`src/rtl/modbus_rtu_slave_frame_handler_top_macros.svh`:
```
// Assertion macros for the frame handler reply sequencer (mbrtu_back)
`ifndef MODBUS_RTU_SLAVE_FRAME_HANDLER_TOP_MACROS_SVH
`define MODBUS_RTU_SLAVE_FRAME_HANDLER_TOP_MACROS_SVH

// same-cycle implication, sampled on clk, off during reset
`define MBRTU_ASSERT_NOW(lbl, ante, cons, msg) \
  lbl: assert property (@(posedge clk) disable iff (!rst_n) (ante) |-> (cons)) else $error(msg);

// next-cycle implication, sampled on clk, off during reset
`define MBRTU_ASSERT_NEXT(lbl, ante, cons, msg) \
  lbl: assert property (@(posedge clk) disable iff (!rst_n) (ante) |=> (cons)) else $error(msg);

`endif

```
`src/rtl/mbrtu_pkg.sv`:
```
// Package: constants, command type and CRC helper for the Modbus RTU frame handler
package mbrtu_pkg;

  localparam int BUFFER_DEPTH = 24;
  localparam int LEN_W        = $clog2(BUFFER_DEPTH + 1);
  localparam int FRAME_LEN    = 8;
  localparam int FIDX_W       = $clog2(FRAME_LEN);
  localparam int CRC_LEN      = 6;
  localparam int CMD_FIFO_DEPTH = 2;

  localparam logic [7:0]  FC_READ     = 8'h03;
  localparam logic [7:0]  FC_WRITE    = 8'h06;
  localparam logic [7:0]  REG_ALARM   = 8'h04;
  localparam logic [7:0]  READ_COUNT  = 8'h01;
  localparam logic [7:0]  BYTE_COUNT  = 8'h03;
  localparam logic [7:0]  SENSOR_TYPE = 8'h02;
  localparam logic [15:0] CRC_INIT    = 16'hFFFF;
  localparam logic [15:0] CRC_POLY    = 16'hA001;

  localparam logic [7:0]  ADDR_RST = 8'h01;
  localparam logic [15:0] GAP_RST  = 16'd3686;

  // configuration register index (paddr[2])
  localparam logic REG_IDX_ADDR = 1'b0;
  localparam logic REG_IDX_GAP  = 1'b1;

  typedef struct packed {
    logic        is_alarm;
    logic        alarm_on;
    logic [15:0] pressure;
  } mbrtu_cmd_t;

  function automatic logic [15:0] crc16_upd(input logic [15:0] crc_in, input logic [7:0] data);
    logic [15:0] c;
    c = crc_in ^ {8'h00, data};
    for (int b = 0; b < 8; b++) begin
      c = c[0] ? ((c >> 1) ^ CRC_POLY) : (c >> 1);
    end
    return c;
  endfunction

endpackage

```
`src/rtl/mbrtu_if.sv`:
```
// Valid/ready channel interfaces for the request and result streams
interface mbrtu_in_if;
  logic        valid;
  logic        ready;
  logic        action;
  logic [7:0]  rx_byte;
  logic [15:0] pressure;

  modport source (output valid, action, rx_byte, pressure, input ready);
  modport sink   (input valid, action, rx_byte, pressure, output ready);
endinterface

interface mbrtu_out_if;
  logic       valid;
  logic       ready;
  logic       kind;
  logic [7:0] tx_byte;
  logic       last;
  logic       alarm_on;

  modport source (output valid, kind, tx_byte, last, alarm_on, input ready);
  modport sink   (input valid, kind, tx_byte, last, alarm_on, output ready);
endinterface

```
`src/rtl/mbrtu_front.sv`:
```
// Front end: frame collection, gap timing and request decode
module mbrtu_front import mbrtu_pkg::*; (
  input  logic             clk,
  input  logic             rst_n,
  mbrtu_in_if.sink         in_ch,
  input  logic [7:0]       dev_addr,
  input  logic [15:0]      gap_ticks,
  input  logic             cmd_full,
  output logic             cmd_push,
  output mbrtu_cmd_t       cmd_data
);

  logic [LEN_W-1:0] len_r, len_nxt;
  logic             ovf_r, ovf_nxt;
  logic [15:0]      idle_cnt_r, idle_cnt_nxt;
  logic             idle_run_r, idle_run_nxt;
  logic [15:0]      crc_r, crc_nxt;
  logic [7:0]       frm_r [FRAME_LEN];
  logic             frm_we;
  logic [15:0]      cnt_inc;
  logic             accept;
  logic             frame_end;
  logic             frame_ok;
  logic             is_read;
  logic             is_write;

  assign in_ch.ready = !cmd_full;
  assign accept      = in_ch.valid && in_ch.ready;

  assign cnt_inc   = (idle_cnt_r == 16'hFFFF) ? idle_cnt_r : idle_cnt_r + 16'd1;
  assign frame_end = accept && in_ch.action && idle_run_r && (cnt_inc >= gap_ticks) &&
                     (len_r != '0);

  assign frame_ok = !ovf_r && (len_r == LEN_W'(FRAME_LEN)) && (frm_r[0] == dev_addr) &&
                    (frm_r[6] == crc_r[7:0]) && (frm_r[7] == crc_r[15:8]);
  assign is_read  = (frm_r[1] == FC_READ) && (frm_r[2] == 8'h00) && (frm_r[3] == 8'h00) &&
                    (frm_r[4] == 8'h00) && (frm_r[5] == READ_COUNT);
  assign is_write = (frm_r[1] == FC_WRITE) && (frm_r[2] == 8'h00) &&
                    (frm_r[3] == REG_ALARM) && (frm_r[4] == 8'h00);

  assign cmd_push          = frame_end && frame_ok && (is_read || is_write);
  assign cmd_data.is_alarm = !is_read;
  assign cmd_data.alarm_on = !is_read && (frm_r[5] != 8'h00);
  assign cmd_data.pressure = in_ch.pressure;

  always_comb begin
    len_nxt      = len_r;
    ovf_nxt      = ovf_r;
    idle_cnt_nxt = idle_cnt_r;
    idle_run_nxt = idle_run_r;
    crc_nxt      = crc_r;
    frm_we       = 1'b0;
    if (accept && !in_ch.action) begin
      if (len_r < LEN_W'(BUFFER_DEPTH)) begin
        len_nxt = len_r + LEN_W'(1);
        frm_we  = (len_r < LEN_W'(FRAME_LEN));
        // running CRC over the header bytes only
        if (len_r < LEN_W'(CRC_LEN)) begin
          crc_nxt = crc16_upd((len_r == '0) ? CRC_INIT : crc_r, in_ch.rx_byte);
        end
      end else begin
        ovf_nxt = 1'b1;
      end
      idle_cnt_nxt = '0;
      idle_run_nxt = 1'b1;
    end else if (accept && idle_run_r) begin
      if (frame_end) begin
        idle_run_nxt = 1'b0;
        idle_cnt_nxt = '0;
        len_nxt      = '0;
        ovf_nxt      = 1'b0;
      end else begin
        idle_cnt_nxt = cnt_inc;
      end
    end
  end

  always_ff @(posedge clk) begin
    if (!rst_n) begin
      len_r      <= '0;
      ovf_r      <= 1'b0;
      idle_cnt_r <= '0;
      idle_run_r <= 1'b0;
    end else begin
      len_r      <= len_nxt;
      ovf_r      <= ovf_nxt;
      idle_cnt_r <= idle_cnt_nxt;
      idle_run_r <= idle_run_nxt;
    end
  end

  always_ff @(posedge clk) begin
    crc_r <= crc_nxt;
    if (frm_we) begin
      frm_r[len_r[FIDX_W-1:0]] <= in_ch.rx_byte;
    end
  end

endmodule

```
`src/rtl/mbrtu_cmd_fifo.sv`:
```
// Small command queue between request decode and reply generation
module mbrtu_cmd_fifo import mbrtu_pkg::*; (
  input  logic       clk,
  input  logic       rst_n,
  input  logic       push,
  input  mbrtu_cmd_t push_data,
  input  logic       pop,
  output logic       full,
  output logic       not_empty,
  output mbrtu_cmd_t head
);

  localparam int PTR_W = $clog2(CMD_FIFO_DEPTH);
  localparam int CNT_W = $clog2(CMD_FIFO_DEPTH + 1);

  mbrtu_cmd_t       mem_r [CMD_FIFO_DEPTH];
  logic [PTR_W-1:0] wr_ptr_r, wr_ptr_nxt;
  logic [PTR_W-1:0] rd_ptr_r, rd_ptr_nxt;
  logic [CNT_W-1:0] cnt_r, cnt_nxt;

  assign full      = (cnt_r == CNT_W'(CMD_FIFO_DEPTH));
  assign not_empty = (cnt_r != '0);
  assign head      = mem_r[rd_ptr_r];

  always_comb begin
    wr_ptr_nxt = wr_ptr_r;
    rd_ptr_nxt = rd_ptr_r;
    cnt_nxt    = cnt_r;
    if (push) begin
      wr_ptr_nxt = (wr_ptr_r == PTR_W'(CMD_FIFO_DEPTH - 1)) ? '0 : wr_ptr_r + PTR_W'(1);
    end
    if (pop) begin
      rd_ptr_nxt = (rd_ptr_r == PTR_W'(CMD_FIFO_DEPTH - 1)) ? '0 : rd_ptr_r + PTR_W'(1);
    end
    if (push && !pop) begin
      cnt_nxt = cnt_r + CNT_W'(1);
    end else if (pop && !push) begin
      cnt_nxt = cnt_r - CNT_W'(1);
    end
  end

  always_ff @(posedge clk) begin
    if (!rst_n) begin
      wr_ptr_r <= '0;
      rd_ptr_r <= '0;
      cnt_r    <= '0;
    end else begin
      wr_ptr_r <= wr_ptr_nxt;
      rd_ptr_r <= rd_ptr_nxt;
      cnt_r    <= cnt_nxt;
    end
  end

  always_ff @(posedge clk) begin
    if (push) begin
      mem_r[wr_ptr_r] <= push_data;
    end
  end

endmodule

```
`src/rtl/mbrtu_back.sv`:
```
// Back end: reply byte and alarm update sequencing with running CRC and output register
module mbrtu_back import mbrtu_pkg::*; (
  input  logic       clk,
  input  logic       rst_n,
  input  logic [7:0] dev_addr,
  input  logic       cmd_valid,
  input  mbrtu_cmd_t cmd,
  output logic       cmd_pop,
  mbrtu_out_if.source out_ch
);

`include "modbus_rtu_slave_frame_handler_top_macros.svh"

  logic [FIDX_W-1:0] idx_r, idx_nxt;
  logic [15:0]       crc_r, crc_nxt;
  logic              out_valid_r, out_valid_nxt;
  logic              out_kind_r, out_kind_nxt;
  logic [7:0]        out_byte_r, out_byte_nxt;
  logic              out_last_r, out_last_nxt;
  logic              out_alarm_r, out_alarm_nxt;
  logic              load;
  logic [7:0]        reply_byte;
  logic [15:0]       crc_base;

  assign load     = cmd_valid && (!out_valid_r || out_ch.ready);
  assign crc_base = (idx_r == '0) ? CRC_INIT : crc_r;

  always_comb begin
    case (idx_r)
      3'd0:    reply_byte = dev_addr;
      3'd1:    reply_byte = FC_READ;
      3'd2:    reply_byte = BYTE_COUNT;
      3'd3:    reply_byte = SENSOR_TYPE;
      3'd4:    reply_byte = cmd.pressure[15:8];
      3'd5:    reply_byte = cmd.pressure[7:0];
      3'd6:    reply_byte = crc_r[7:0];
      default: reply_byte = crc_r[15:8];
    endcase
  end

  always_comb begin
    idx_nxt       = idx_r;
    crc_nxt       = crc_r;
    out_valid_nxt = out_valid_r;
    out_kind_nxt  = out_kind_r;
    out_byte_nxt  = out_byte_r;
    out_last_nxt  = out_last_r;
    out_alarm_nxt = out_alarm_r;
    cmd_pop       = 1'b0;
    if (load) begin
      out_valid_nxt = 1'b1;
      if (cmd.is_alarm) begin
        out_kind_nxt  = 1'b1;
        out_byte_nxt  = 8'h00;
        out_last_nxt  = 1'b1;
        out_alarm_nxt = cmd.alarm_on;
        cmd_pop       = 1'b1;
      end else begin
        out_kind_nxt  = 1'b0;
        out_byte_nxt  = reply_byte;
        out_last_nxt  = (idx_r == FIDX_W'(FRAME_LEN - 1));
        out_alarm_nxt = 1'b0;
        cmd_pop       = (idx_r == FIDX_W'(FRAME_LEN - 1));
        if (idx_r < FIDX_W'(CRC_LEN)) begin
          crc_nxt = crc16_upd(crc_base, reply_byte);
        end
        idx_nxt = idx_r + FIDX_W'(1);   // wraps to zero after the last byte
      end
    end else if (out_ch.ready) begin
      out_valid_nxt = 1'b0;
    end
  end

  always_ff @(posedge clk) begin
    if (!rst_n) begin
      idx_r       <= '0;
      out_valid_r <= 1'b0;
    end else begin
      idx_r       <= idx_nxt;
      out_valid_r <= out_valid_nxt;
    end
  end

  always_ff @(posedge clk) begin
    crc_r       <= crc_nxt;
    out_kind_r  <= out_kind_nxt;
    out_byte_r  <= out_byte_nxt;
    out_last_r  <= out_last_nxt;
    out_alarm_r <= out_alarm_nxt;
  end

  assign out_ch.valid    = out_valid_r;
  assign out_ch.kind     = out_kind_r;
  assign out_ch.tx_byte  = out_byte_r;
  assign out_ch.last     = out_last_r;
  assign out_ch.alarm_on = out_alarm_r;

  // a reply in progress always has its read command at the queue head
  `MBRTU_ASSERT_NOW(a_mid_reply_cmd, idx_r != '0, cmd_valid && !cmd.is_alarm, "reply lost its command")
  // retiring a command always presents a final result next
  `MBRTU_ASSERT_NEXT(a_pop_last, cmd_pop, out_valid_r && out_last_r, "pop without last result")
  // an alarm update is always a single, final result
  `MBRTU_ASSERT_NOW(a_alarm_last, out_valid_r && out_kind_r, out_last_r && (out_byte_r == 8'h00), "bad alarm result")

endmodule

```
`src/rtl/modbus_rtu_slave_frame_handler_top.sv`:
```
// Modbus RTU slave frame handler: top level with configuration registers
//
// in_ch carries one item per transaction: a received bus byte (action 0) or
// one tick of the inter-frame gap timer (action 1). out_ch carries results:
// reply bytes to transmit (kind 0) or alarm lamp updates (kind 1); last marks
// the final result caused by one input item.
// The input side takes one item per cycle while the command queue is not
// full. A tick that ends a valid frame queues a command, which the reply
// sequencer turns into results in its output register. A read reply is
// eight results at one per cycle unless out_ch stalls, an alarm one.
// Request CRC is built as bytes arrive, reply CRC as each byte leaves.
// A two-entry command queue parts the decode from the reply sequencer:
// in_ch.ready falls only while two commands are waiting, e.g. when the
// receiver stalls out_ch during replies. A stalled result holds its value.
// Reset (rst_n, synchronous) empties the frame, stops the gap timer, clears
// the queue and output, and sets device_address to 1 and gap_ticks to 3686.
// APB registers: 0x0 device_address[7:0], 0x4 gap_ticks[15:0]; the user makes
// writes only while the block is idle, which the block does not enforce.
module modbus_rtu_slave_frame_handler_top import mbrtu_pkg::*; (
  input  logic        clk,
  input  logic        rst_n,
  mbrtu_in_if.sink    in_ch,
  mbrtu_out_if.source out_ch,
  input  logic        psel,
  input  logic        penable,
  input  logic        pwrite,
  input  logic [2:0]  paddr,
  input  logic [31:0] pwdata,
  output logic [31:0] prdata,
  output logic        pready
);

  logic [7:0]  dev_addr_r, dev_addr_nxt;
  logic [15:0] gap_r, gap_nxt;
  logic        cfg_wr;
  logic        cmd_push;
  logic        cmd_pop;
  logic        cmd_full;
  logic        cmd_valid;
  mbrtu_cmd_t  cmd_in;
  mbrtu_cmd_t  cmd_head;

  assign pready = 1'b1;
  assign cfg_wr = psel && penable && pwrite && pready;

  always_comb begin
    dev_addr_nxt = dev_addr_r;
    gap_nxt      = gap_r;
    if (cfg_wr) begin
      unique case (paddr[2])
        REG_IDX_ADDR: dev_addr_nxt = pwdata[7:0];
        REG_IDX_GAP:  gap_nxt      = pwdata[15:0];
        default:      dev_addr_nxt = dev_addr_r;
      endcase
    end
  end

  always_comb begin
    unique case (paddr[2])
      REG_IDX_ADDR: prdata = {24'h0, dev_addr_r};
      REG_IDX_GAP:  prdata = {16'h0, gap_r};
      default:      prdata = '0;
    endcase
  end

  always_ff @(posedge clk) begin
    if (!rst_n) begin
      dev_addr_r <= ADDR_RST;
      gap_r      <= GAP_RST;
    end else begin
      dev_addr_r <= dev_addr_nxt;
      gap_r      <= gap_nxt;
    end
  end

  mbrtu_front u_front (
    .clk       (clk),
    .rst_n     (rst_n),
    .in_ch     (in_ch),
    .dev_addr  (dev_addr_r),
    .gap_ticks (gap_r),
    .cmd_full  (cmd_full),
    .cmd_push  (cmd_push),
    .cmd_data  (cmd_in)
  );

  mbrtu_cmd_fifo u_cmd_fifo (
    .clk       (clk),
    .rst_n     (rst_n),
    .push      (cmd_push),
    .push_data (cmd_in),
    .pop       (cmd_pop),
    .full      (cmd_full),
    .not_empty (cmd_valid),
    .head      (cmd_head)
  );

  mbrtu_back u_back (
    .clk       (clk),
    .rst_n     (rst_n),
    .dev_addr  (dev_addr_r),
    .cmd_valid (cmd_valid),
    .cmd       (cmd_head),
    .cmd_pop   (cmd_pop),
    .out_ch    (out_ch)
  );

endmodule

```
`src/flat_wrapper.sv`:
```
// flat-port wrapper written by rule: the top's interface ports become plain ports
module modbus_rtu_slave_frame_handler_top_flat import mbrtu_pkg::*;
  (clk, rst_n, psel, penable, pwrite, paddr, pwdata, prdata, pready, in_ch_valid, in_ch_action, in_ch_rx_byte, in_ch_pressure, in_ch_ready, out_ch_valid, out_ch_kind, out_ch_tx_byte, out_ch_last, out_ch_alarm_on, out_ch_ready);
  mbrtu_in_if in_ch_i ();
  mbrtu_out_if out_ch_i ();
  input  logic clk;
  input  logic rst_n;
  input  logic psel;
  input  logic penable;
  input  logic pwrite;
  input  logic [2:0] paddr;
  input  logic [31:0] pwdata;
  output logic [31:0] prdata;
  output logic pready;
  input wire logic [$bits(in_ch_i.valid)-1:0] in_ch_valid;
  input wire logic [$bits(in_ch_i.action)-1:0] in_ch_action;
  input wire logic [$bits(in_ch_i.rx_byte)-1:0] in_ch_rx_byte;
  input wire logic [$bits(in_ch_i.pressure)-1:0] in_ch_pressure;
  output wire logic [$bits(in_ch_i.ready)-1:0] in_ch_ready;
  output wire logic [$bits(out_ch_i.valid)-1:0] out_ch_valid;
  output wire logic [$bits(out_ch_i.kind)-1:0] out_ch_kind;
  output wire logic [$bits(out_ch_i.tx_byte)-1:0] out_ch_tx_byte;
  output wire logic [$bits(out_ch_i.last)-1:0] out_ch_last;
  output wire logic [$bits(out_ch_i.alarm_on)-1:0] out_ch_alarm_on;
  input wire logic [$bits(out_ch_i.ready)-1:0] out_ch_ready;
  assign in_ch_i.valid = in_ch_valid;
  assign in_ch_i.action = in_ch_action;
  assign in_ch_i.rx_byte = in_ch_rx_byte;
  assign in_ch_i.pressure = in_ch_pressure;
  assign in_ch_ready = in_ch_i.ready;
  assign out_ch_valid = out_ch_i.valid;
  assign out_ch_kind = out_ch_i.kind;
  assign out_ch_tx_byte = out_ch_i.tx_byte;
  assign out_ch_last = out_ch_i.last;
  assign out_ch_alarm_on = out_ch_i.alarm_on;
  assign out_ch_i.ready = out_ch_ready;
  modbus_rtu_slave_frame_handler_top u_core (.clk(clk), .rst_n(rst_n), .in_ch(in_ch_i), .out_ch(out_ch_i), .psel(psel), .penable(penable), .pwrite(pwrite), .paddr(paddr), .pwdata(pwdata), .prdata(prdata), .pready(pready));
endmodule
```
`config.mk`:
```
export PLATFORM = sky130hd
export DESIGN_NAME = modbus_rtu_slave_frame_handler_top_flat
export DESIGN_NICKNAME = d
export VERILOG_FILES = /design/src/rtl/mbrtu_pkg.sv /design/src/rtl/mbrtu_if.sv /design/src/rtl/mbrtu_front.sv /design/src/rtl/mbrtu_cmd_fifo.sv /design/src/rtl/mbrtu_back.sv /design/src/rtl/modbus_rtu_slave_frame_handler_top.sv /design/src/flat_wrapper.sv
export VERILOG_INCLUDE_DIRS = /design/src /design/src/rtl
export SDC_FILE = /design/constraint.sdc
export NUM_CORES = 1
export LEC_CHECK = 0
export BUFFER_PORTS_ARGS = -buffer_cell sky130_fd_sc_hd__buf_4
export CORE_MARGIN = 2
export CORE_UTILIZATION = 53
export CTS_CLUSTER_SIZE = 40
export DETAILED_ROUTE_END_ITERATION = 8
export PLACE_DENSITY = 0.74
export SETUP_SLACK_MARGIN = 0.15
export SYNTH_ARGS = -nofsm -noshare
export SYNTH_HDL_FRONTEND = slang
export SYNTH_SLANG_ARGS = --single-unit
export TNS_END_PERCENT = 5
```
`constraint.sdc`:
```
create_clock -name clk -period 3.5 [get_ports clk]
set_input_delay 0.35 -clock clk [delete_from_list [all_inputs] [get_ports clk]]
set_output_delay 0.35 -clock clk [all_outputs]
set_load 0.01 [all_outputs]
```
==> results of run 1 <==
-- routing by layer --
| layer | track usage, % | vias to the layer above | wire [µm] |
|---|---|---|---|
| met3 | 3.949 | 32 | 910 |
| met5 | 0 | - | 0 |
| met4 | 6.928 | 0 | 422 |
| li1 | - | 3181 | - |
| met1 | 29.49 | 3127 | 9277 |
| met2 | 37.08 | 201 | 10370 |
-- sequential cells by signal (all words and copies together), names as in the netlist, 8 cells and up, named ones only --
name                          cells
u_core.dev_addr_r                 8
u_core.gap_r                     16
u_core.u_back.crc_r              16
u_core.u_back.out_ch.tx_byte      8
u_core.u_cmd_fifo.mem_r          36
u_core.u_front.crc_r             16
u_core.u_front.frm_r             64
u_core.u_front.idle_cnt_r        16
-- power groups by stage --
stage | Combinational, W | Clock [W] | Sequential (W)
finish | 0.000307 | 0.00198 | 0.00258
global route | 0.000336 | 0.00209 | 0.00258
CTS | 0.000306 | 0.00200 | 0.00258
detailed placement | 0.000304 | 0 | 0.00263
global placement | 0.000300 | 0 | 0.00263
floorplan | 0.000199 | 0 | 0.00263
-- stage by stage --
stage / util, % / setup WS [ns]
after floorplan: - / -0.07862
after global placement: 59.73 / 0.001375
after detailed placement: 59.73 / -0.1066
after CTS: 63.29 / 0.003722
after global routing: 64.20 / -0.2100
final: 64.20 / -0.01914
-- synth_stat cells, drive strengths merged, types with 18 or more instances --
master  count  area [µm²]
a21oi      43       215.2
buf        26       187.7
clkbuf     23       86.33
dfxtp      56        1121
edfxtp    143        4294
ha         26       325.3
inv        28       105.1
mux2i      18       180.2
nand2      85       319.1
nand3      20       100.1
nor2       84       315.3
o211ai     18       155.1
xnor2      85       785.8
xor2       23       224.0
-- final cells by class --
class,instances,area [µm²]
well taps,229,286.5
repair buffers,131,1025
clock inverters,15,176.4
inverters,29,112.6
clock buffers,17,425.4
multi-input cells,577,4009
flip-flops and latches,199,5419
fillers,1363,6387
-- worst max-delay path, delay by kind of cell, from the launching register on --
kind | cells | cell delay, ns
AOI/OAI and AO/OA | 5 | 0.66
and+or+nand+nor | 5 | 1.18
buffers and inverters | 4 | 0.57
adders and majority gates | 2 | 0.48
DFF | 1 | 0.34
-- final timing paths --
| path | from | end | slack [ns] | depth (start not counted) |
|---|---|---|---|---|
| hold / removal | in_ch_pressure[8] | u_core.u_cmd_fifo.mem_r[0][8]$_DFFE_PP_ | 0.09 | 1 |
| setup reg to reg | u_core.u_front.idle_cnt_r[0]$_SDFFE_PP0P_ | u_core.u_cmd_fifo.mem_r[0][10]$_DFFE_PP_ | -0.02 | 16 |
| setup / recovery | u_core.u_front.idle_cnt_r[0]$_SDFFE_PP0P_ | u_core.u_cmd_fifo.mem_r[0][10]$_DFFE_PP_ | -0.02 | 16 |
| hold reg to reg | u_core.gap_r[15]$_SDFFE_PN0P_ | u_core.gap_r[15]$_SDFFE_PN0P_ | 0.46 | 2 |
-- kinds of logic after synthesis --
kind of cell / count (synthesis) / synth area share (%)
XOR/XNOR: 108 / 10.56
AO/OA/AOI/OAI: 123 / 9.013
AND/OR/NAND/NOR: 276 / 13.39
flip-flops: 199 / 56.61
other: 2 / 0.07851
adder cells (fa/ha/maj): 26 / 3.401
multiplexers: 27 / 2.943
buffers and inverters: 78 / 4.003
-- timing repair --
item | 4_1_cts | 5_1_grt
hold endpoints to repair | 0 | 0
pin swaps | 11 | 33
setup buffers | 2 | 2
gates resized for setup | 6 | 29
setup endpoints to repair | 47 | 60
==> results.md, run 1 <==
- Run status: finished, violations left
- Violated checks: setup timing
- Full die area: 19140 µm²
- Cell-by-cell trace of the critical path: ha_2 -> nand4_1 -> or3_4 -> buf_4 -> nand2_1 -> nand2_1 -> ha_1 -> a21oi_1 -> o21ai_1 -> a31oi_1 -> o211ai_1 -> a21boi_2 -> buf_4 -> or4_4 -> clkinvlp_4 -> buf_12
- Number of rows in the core area: 49
- Transition at the pin with the smallest max-transition slack: about 1.0 ns
- Pwr/cell area: 424.5 nW/µm²
- Vias after detailed routing: between 6000 and 7000
- Worst-path clk slew: 0.08 ns
- Final global-route overflow total: 0
- I/O pin total: 113
- Global-route wire length before repair: 33130 µm
- Total negative slack: -0.2333 ns
- Portion of total power attributed to the clock network: 40.6%
- Half-perimeter wire length of the detailed placement result: 14620 µm
- Startpoint types: flop
- Slowest stage delay, CP: around 0.50 ns
- CTS H-tree depth: 4
- CTS Root Buffer Type: clkbuf_16
- Final Skew: 0.01117 ns
- Placeable Area: between 15000 and 20000 µm²
- Required time at the endpoint of the critical path: 3.64 ns
- Worst hold slack: 0.09428 ns
- Number of placed cells counting well taps: 1161
- DRT iter0 DRCs: 491
- Cell type of the slowest stage on the worst timing path: or4_4
- Worst Hold Class: in -> reg
- Crit path DAT: 3.66 ns
- Post-layout total power: 0.004862 W
- Fraction of synthesis flops using an asynchronous set or reset pin: 0%
- Vertical extent of the die: 138.3 µm
- Layout overhead on the synthesized area: 19.74%
- Share of the yosys chip area belonging to registers: 56.61%
- Effective utilization at floorplan: between 50% and 60%
- Placed Area: 10660 µm²
- Max-slew headroom at the worst pin: 31.30%
- Average cell area after synthesis: around 11 µm²
- Maximum number of pins on one net before global-route repair: 31
- Kind of end point of the critical path: flop
- Final GP Congestion: 0.8939
- Port bufs: 77
- Number of failing hold endpoints at the final stage: 0
- Final critical delay including setup and external delays: around 3.5 ns
- Number of flip-flops and latches in the synthesized netlist: 199
- Global Route Usage Sum: 22.11%
- Synthesized instance count: 839
- Number of enable-type register cells in the synthesized netlist: between 100 and 150
- Commonest non-fill, non-tap cell in the layout: edfxtp_1
- Switching share of power: 23.54%
- Warnings, synthesis: 0
- DRC violations left: 0
- Final setup violation count: 18
- Number of CTS-inserted buffers: 17
- Clock sink total: 199
- Cts-stage hold buffer count: 0
- Most frequent cells in the layout: 143 x edfxtp_1, 127 x buf_4, 85 x nand2_1
- Count of pins over their slew limit: 0
- # nets final: 1048
- WS Path Type: reg -> reg
- Sum of routed wire length over all layers: 20980 µm
- Final non-filler cell area: 11450 µm²
- Count of non-filler cells in the finished layout: 1197
- Least setup slack across all paths after layout: -0.01914 ns
- Crit-path max FO: 18
- Share of layout cells above drive strength 1: 24.69%
- Worst IR Drop VDD: 382.1 µV
- Primary FF master, synth: edfxtp_1
- Diode insertion count for antenna repair: 0
- Distinct cell type count of the synthesized netlist: 59
- Pre-antenna DRT Iters: 6
- Die width: approximately 140 µm
- Post-detailed-route count of antenna-violating nets: 0
- Cell area after synthesis: between 9000 and 10000 µm²
- Upper clock frequency limit: 284.2 MHz
- Total of max-cap violations: 0
- Combinational power share: 6.3%
- Initial antenna violation count: 0
- Maximum number of buffers from clock root to sink: 2
- Worst-Skew Late Latency: 0.44 ns
- Vias per inst: 5.464
- Vias in the first global route: 6268
- Setup repair after global routing missed its margin: true
- Wire length per cell: 17.53 µm
- Proportion of power drawn by flip-flops and latches: 53.1%
- Int Power: around 0.0037 W
- Switching power: 0.001145 W
- Fin crit share: 100.5%
- CTS tree: built
- Standby leakage power: around 4 nW
No activity file was read; power rests on OpenSTA's default activity.
==> run 2, diff against run 1 <==
Settings changed: CORE_MARGIN 2 to 8.
==> results.md, run 2 (synthesized netlist as in run 1, its figures left out) <==
- Setup repair after global routing missed its margin: true
- Final GP Congestion: 0.8449
- Global Route Usage Sum: between 10% and 20%
- Maximum number of buffers from clock root to sink: 2
- Cts-stage hold buffer count: 0
- Min-Delay Endpoint: u_core.u_cmd_fifo.mem_r[1][8]$_DFFE_PP_
- Worst-path clk slew: 0.07 ns
- Count of non-filler cells in the finished layout: 1187
- Port bufs: a little under 80
- Vias per inst: roughly 5.5
- Endpoint of the most critical register-to-register path: u_core.u_cmd_fifo.mem_r[0][11]$_DFFE_PP_
- Half-perimeter wire length of the detailed placement result: approximately 15000 µm
- CTS Root Buffer Type: clkbuf_16
- Crit path DAT: 3.56 ns
- Pwr/cell area: approximately 420 nW/µm²
- # nets final: 1038
- Diode insertion count for antenna repair: 0
- Initial antenna violation count: 0
- Startpoint types: flop
- Full die area: 22600 µm²
- Transition at the pin with the smallest max-transition slack: slightly above 1 ns
- Required time at the endpoint of the critical path: between 3 and 4 ns
- CTS H-tree depth: 4
- Final critical delay including setup and external delays: 3.427 ns
- Vertical extent of the die: 150.3 µm
- Clock sink total: 199
- I/O pin total: 113
- Number of rows in the core area: 49
- Upper clock frequency limit: 291.8 MHz
- Most frequent cells in the layout: 143 x edfxtp_1, 116 x buf_4, 84 x nand2_1
- Standby leakage power: ~4 nW
- Wire length per cell: 17.82 µm
- Number of placed cells counting well taps: about 1200
- Placeable Area: 17840 µm²
- Critical register-to-register path startpoint: u_core.u_front.idle_cnt_r[9]$_SDFFE_PP0P_
- Vias in the first global route: 6506
- Final setup violation count: 0
- Flip-flop count of the largest register after layout: 64
- Max-slew headroom at the worst pin: about 31%
- Least setup slack across all paths after layout: about 0.073 ns
- Post-detailed-route count of antenna-violating nets: 0
- Total of max-cap violations: 0
- Global-route wire length before repair: 33700 µm
- Fin crit share: 97.92%
- Kind of end point of the critical path: flop
- Number of CTS-inserted buffers: 17
- Worst-Skew Late Latency: between 0.4 and 0.5 ns
- Crit-path max FO: 18
- CTS tree: built
- Final Skew: approximately 0.012 ns
- DRT iter0 DRCs: 542
- DRC violations left: 0
- Hold wc startpoint: in_ch_pressure[8]
- WS Path Type: reg -> reg
- Cell depth of the worst min-delay path: 1
- Number of failing hold endpoints at the final stage: 0
- Pre-antenna DRT Iters: 5
- Worst Hold Class: in -> reg
- Worst IR Drop VDD: 374.6 µV
- Die width: 150.3 µm
- Maximum number of pins on one net before global-route repair: 31
- Worst Reg2Reg Path Length in Cells: 14
- Worst reg-to-reg setup slack: 0.07 ns
- Effective utilization at floorplan: 53.62%
- Commonest non-fill, non-tap cell in the layout: edfxtp_1
- Setup slack after placement: -0.03807 ns
- Share of layout cells above drive strength 1: 24.32%
- Sum of routed wire length over all layers: 21160 µm
- Final global-route overflow total: 0
- Vias after detailed routing: between 6000 and 7000
- Count of pins over their slew limit: 0
- Layout overhead on the synthesized area: 18.69%
- Run status: completed
## run 2: changes by cell type in the layout (fill, tap and decap cells not counted), moves of 3 or more
cell	delta
o22ai_4	-4
inv_8	-4
nor3_1	-4
o22ai_1	+5
nor3_2	+4
inv_6	+3
buf_4	-11
## run 2: per-stage QoR
step / total power, W / cell area [µm²] / hold slack [ns] / utilization, % / setup TNS (ns)
after detailed placement: 0.002938 / 10590 / 0.4539 / 59.35 / -0.1230
final: 0.004813 / 11350 / 0.09496 / 63.64 / 0
after global placement: 0.002931 / 10590 / 0.4425 / 59.35 / 0
after floorplan: 0.002825 / 9668 / 0.4363 / - / -1.179
after CTS: 0.004849 / 11230 / 0.06998 / 62.97 / 0
after global routing: 0.004954 / 11350 / 0.07621 / 63.64 / -2.192
## run 2: cell type report
class	count	area [µm²]
Tap cell	229	286.5
Inverter	29	112.6
Timing Repair Buffer	121	948.4
Sequential cell	199	5424
Clock inverter	14	158.9
Multi-Input combinational cell	577	3994
Fill cell	1374	6487
Clock buffer	18	429.2
## run 2: layer usage
layer	routed length [µm]	track usage, %	share of wire [%]	vias to the layer above
met5	0	0	0	-
met4	506	6.897	2.4	0
met3	1124	3.457	5.3	34
met2	10480	32.31	50	178
met1	9046	24.40	43	3118
li1	-	-	-	3162
## run 2: repair_timing
action,4_1_cts,5_1_grt
pin swaps,7,30
buffers inserted,2,1
endpoints found under the setup margin,29,52
endpoints found under the hold margin,0,0
resized for setup,11,25
## run 2: where the power goes
| group | total, W | switching [W] | internal (W) |
|---|---|---|---|
| sequential | 0.00258 | 0.0000255 | 0.00255 |
| combinational | 0.000309 | 0.000169 | 0.000140 |
| clock | 0.00192 | 0.000912 | 0.00101 |
| total | 0.00481 | 0.00111 | 0.00371 |
## run 2: worst max-delay path, stage by stage (launching register included)
cell	delay, ns
dfxtp_2	0.33
and3_4	0.18
nand4_1	0.14
or3_4	0.43
and2_4	0.16
xor2_1	0.14
ha_1	0.32
nand2_2	0.06
o21ai_2	0.12
a31oi_1	0.09
o211ai_1	0.24
a21boi_2	0.13
or4_4	0.52
clkinvlp_4	0.10
buf_12	0.16
## run 2: worst max-delay path by stage
stage                                                     to  cells past startpoint  slack (ns)                                 startpoint
floorplan            u_core.u_cmd_fifo.cnt_r[1]$_SDFFE_PN0P_                     18       -0.08  u_core.u_front.idle_cnt_r[7]$_SDFFE_PP0P_
global placement     u_core.u_cmd_fifo.mem_r[0][0]$_DFFE_PP_                     14        0.03  u_core.u_front.idle_cnt_r[0]$_SDFFE_PP0P_
detailed placement   u_core.u_cmd_fifo.cnt_r[1]$_SDFFE_PN0P_                     16       -0.04  u_core.u_front.idle_cnt_r[9]$_SDFFE_PP0P_
CTS                  u_core.u_cmd_fifo.cnt_r[1]$_SDFFE_PN0P_                     16        0.07  u_core.u_front.idle_cnt_r[0]$_SDFFE_PP0P_
global route         u_core.u_cmd_fifo.cnt_r[1]$_SDFFE_PN0P_                     15       -0.14  u_core.u_front.idle_cnt_r[9]$_SDFFE_PP0P_
finish              u_core.u_cmd_fifo.mem_r[0][11]$_DFFE_PP_                     14        0.07  u_core.u_front.idle_cnt_r[9]$_SDFFE_PP0P_
==> run 3, diff against run 2 <==
Settings changed: ABC_AREA from default to 1, CORE_UTILIZATION 53 to 41, PLACE_DENSITY 0.74 to 0.6.
==> results.md, run 3 <==
- Fraction of synthesis flops using an asynchronous set or reset pin: 0%
- Port bufs: 77
- Run status: completed
- Primary FF master, synth: edfxtp_1
- Required time at the endpoint of the critical path: 3.65 ns
- Vias in the first global route: 6786
- Final Util: 50.41%
- Cell area after synthesis: 9587 µm²
- Slowest stage delay, CP: 0.55 ns
- Upper clock frequency limit: slightly below 300 MHz
- Biggest area consumer among synthesized cells: edfxtp_1
- Post-detailed-route count of antenna-violating nets: 0
- Final GP Congestion: roughly 0.84
- Critical register-to-register path startpoint: u_core.u_front.idle_cnt_r[3]$_SDFFE_PP0P_
- Commonest non-fill, non-tap cell in the layout: nand2_1
- Global-route wire length before repair: 35090 µm
- Full die area: 28530 µm²
- Final global-route overflow total: 0
- Diode insertion count for antenna repair: 0
- WS Path Type: reg -> reg
- Startpoint types: flop
- Flip-flop count of the largest register after layout: 64
- Post-Synth XOR/XNOR Area: roughly 5.4%
- Count of non-filler cells in the finished layout: 1462
- Vias per inst: between 4 and 5
- Pwr/cell area: about 540 nW/µm²
- Layout overhead on the synthesized area: 21.95%
- Most instantiated cells after synthesis: 244 x nand2_1, 143 x edfxtp_1, 116 x inv_1, 75 x a21oi_1, 69 x nor2_1
- Maximum number of pins on one net before global-route repair: 26
- Standby leakage power: 4.761 nW
- Cell-by-cell trace of the critical path: nand2_2 -> buf_4 -> or4_4 -> nor2_4 -> inv_2 -> nand2_1 -> ha_4 -> nand2_1 -> inv_1 -> nand3_2 -> nor3_4 -> nand3_2 -> nand3_4 -> nand3_4 -> buf_6 -> nor3_4 -> buf_12 -> buf_12
- CTS H-tree depth: 4
- Worst reg-to-reg setup slack: around 0.053 ns
- Cell depth of the worst min-delay path: 1
- Kind of end point of the critical path: flop
- Count of pins over their slew limit: 0
- DRC violations left: 0
- Count of filler cells inserted in the layout: about 2100
- Maximum number of buffers from clock root to sink: 2
- # nets final: ~1200
- Number of enable-type register cells in the synthesized netlist: 143
- Max-slew headroom at the worst pin: 49.57%
- Worst-Skew Late Latency: 0.44 ns
- Endpoint of the most critical register-to-register path: u_core.u_cmd_fifo.mem_r[0][11]$_DFFE_PP_
- Global Route Usage Sum: 15.78%
- Transition at the pin with the smallest max-transition slack: 0.7537 ns
- Initial antenna violation count: 0
- Number of CTS-inserted buffers: 17
- Setup repair after global routing missed its margin: true
- Synthesized instance count: about 1000
- Warnings, synthesis: 0
- Average cell area after synthesis: between 9 and 10 µm²
- Sum of routed wire length over all layers: 22510 µm
- Fin crit share: 98.48%
- Number of placed cells counting well taps: 1412
- Distinct cell type count of the synthesized netlist: 50
- Cell type of the slowest stage on the worst timing path: or4_4
- Worst hold slack: 0.09778 ns
- Pre-antenna DRT Iters: 7
- Number of rows in the core area: 56
- Number of flip-flops and latches in the synthesized netlist: 199
- Effective utilization at floorplan: 41.34%
- Clock sink total: 199
- Share of the yosys chip area belonging to registers: 56.49%
- Worst IR Drop VDD: 360.2 µV
- Final non-filler cell area: 11690 µm²
- Number of failing hold endpoints at the final stage: 0
- Hold wc startpoint: in_ch_pressure[5]
- Final Skew: 0.01514 ns
- Area share of fa/ha/maj cells after synthesis: 3.393%
- Crit-path max FO: 9
- Leading cell types by total area after synthesis: edfxtp_1 45%, dfxtp_1 12%, nand2_1 9.6%
- Min-Delay Endpoint: u_core.u_cmd_fifo.mem_r[1][5]$_DFFE_PP_
- DRT iter0 DRCs: 364
- Final setup violation count: 0
- Placeable Area: roughly 23000 µm²
- Half-perimeter wire length of the detailed placement result: about 16000 µm
- Crit path buf inv count: 6
- Wire length per cell: 15.40 µm
- CTS Root Buffer Type: clkbuf_16
- Crit path DAT: around 3.6 ns
- Most frequent cells in the layout: 237 x nand2_1, 143 x edfxtp_1, 119 x buf_4
- Worst Hold Class: in -> reg
- Most repeated cell in the gate-level netlist after synthesis: nand2_1
- Die width: between 150 and 200 µm
- Worst-path clk slew: around 0.07 ns
- Multiplexer share of the synthesized area: 0%
- Vias after detailed routing: just over 7000
- Share of the synthesized area in the top cell type: 44.79%
- Final critical delay including setup and external delays: between 3 and 4 ns
- CTS tree: built
- Synthesized-area fraction occupied by and/or/nand/nor cells: approximately 19%
- Placed Area: 10690 µm²
- Cts-stage hold buffer count: 0
- Vertical extent of the die: 168.9 µm
- Total of max-cap violations: 0
- Share of layout cells above drive strength 1: 21.52%
- Combinational family with the most area after synthesis: simple AND/OR/NAND/NOR gates
- I/O pin total: 113
- Worst Reg2Reg Path Length in Cells: 18
- Family with the most delay on the worst path: simple AND/OR/NAND/NOR gates
- Post-layout total power: 0.006303 W
- Synthesized-area fraction occupied by ao, oa, aoi and oai cells: 8.144%
## run 3: changes by cell type after synthesis, moves of 15 or more
cell	before	now
o21ai_0	13	51
nand3_1	20	46
nor2_1	84	69
xnor2_1	81	11
a21oi_1	43	75
nand2_1	85	244
inv_1	28	116
mux2i_1	18	0
## run 3: worst max-delay path by stage
stage / from / to / slack [ns] / cells past startpoint
6_report: u_core.u_front.idle_cnt_r[3]$_SDFFE_PP0P_ / u_core.u_cmd_fifo.mem_r[0][11]$_DFFE_PP_ / 0.05 / 18
5_1_grt: u_core.u_front.idle_cnt_r[0]$_SDFFE_PP0P_ / u_core.u_cmd_fifo.cnt_r[1]$_SDFFE_PN0P_ / -0.14 / 24
3_5_place_dp: u_core.u_front.idle_cnt_r[1]$_SDFFE_PP0P_ / u_core.u_cmd_fifo.cnt_r[1]$_SDFFE_PN0P_ / -0.14 / 20
2_1_floorplan: u_core.u_front.idle_cnt_r[0]$_SDFFE_PP0P_ / u_core.u_cmd_fifo.mem_r[0][0]$_DFFE_PP_ / 0.15 / 20
3_3_place_gp: u_core.u_front.idle_cnt_r[0]$_SDFFE_PP0P_ / u_core.u_cmd_fifo.cnt_r[1]$_SDFFE_PN0P_ / -0.1 / 20
4_1_cts: u_core.u_front.idle_cnt_r[3]$_SDFFE_PP0P_ / u_core.u_cmd_fifo.mem_r[0][11]$_DFFE_PP_ / 0.10 / 16
## run 3: layout make-up
class	instances	area (µm²)	share of cell area [%]
Sequential cell	199	5426	46.41
Multi-Input combinational cell	664	3777	32.31
Clock buffer	18	429.2	3.671
Clock inverter	14	137.6	1.177
Timing Repair Buffer	128	1060	9.065
Inverter	120	461.7	3.949
Tap cell	319	399.1	3.414
## run 3: repair_timing
item,CTS,global route
endpoints found under the setup margin,44,62
buffers inserted,5,11
endpoints found under the hold margin,0,0
gates resized for setup,23,43
cloned,1,1
pin swaps,10,15
## run 3: where the power goes
group          internal, W  total [W]  switching [W]
registers          0.00278    0.00286      0.0000796
logic             0.000554    0.00156        0.00100
clock network     0.000945    0.00188       0.000939
## run 3: worst register-to-register path, stage by stage, from the launching register on
cell and delay (ns):
dfxtp_2 0.36, nand2_2 0.09, buf_4 0.14, or4_4 0.55
nor2_4 0.18, inv_2 0.10, nand2_1 0.16, ha_4 0.15
nand2_1 0.06, inv_1 0.07, nand3_2 0.09, nor3_4 0.24
nand3_2 0.12, nand3_4 0.14, nand3_4 0.12, buf_6 0.17
nor3_4 0.14, buf_12 0.15, buf_12 0.13
## run 3: stage by stage
stage / setup slack, ns / setup TNS [ns]
2_1_floorplan: 0.1544 / 0
3_3_place_gp: -0.09801 / -1.914
3_5_place_dp: -0.1399 / -4.163
4_1_cts: 0.1026 / 0
5_1_grt: -0.1417 / -4.421
6_report: 0.05331 / 0
## run 3: kinds of logic after synthesis
| kind of cell | Yosys count |
|---|---|
| compound gates | 147 |
| buf+inv | 156 |
| xor+xnor | 48 |
| flops | 199 |
| fa+ha+maj | 26 |
| simple gates | 426 |
| other cells | 2 |
## run 3: metal layers
layer  track usage (%)  wire (µm)  share of wire (%)
met5                 0          0                  0
met3             3.121       1027                4.6
met2             27.64      11450                 51
met1             19.34       9735                 43
met4             4.658        301                1.3
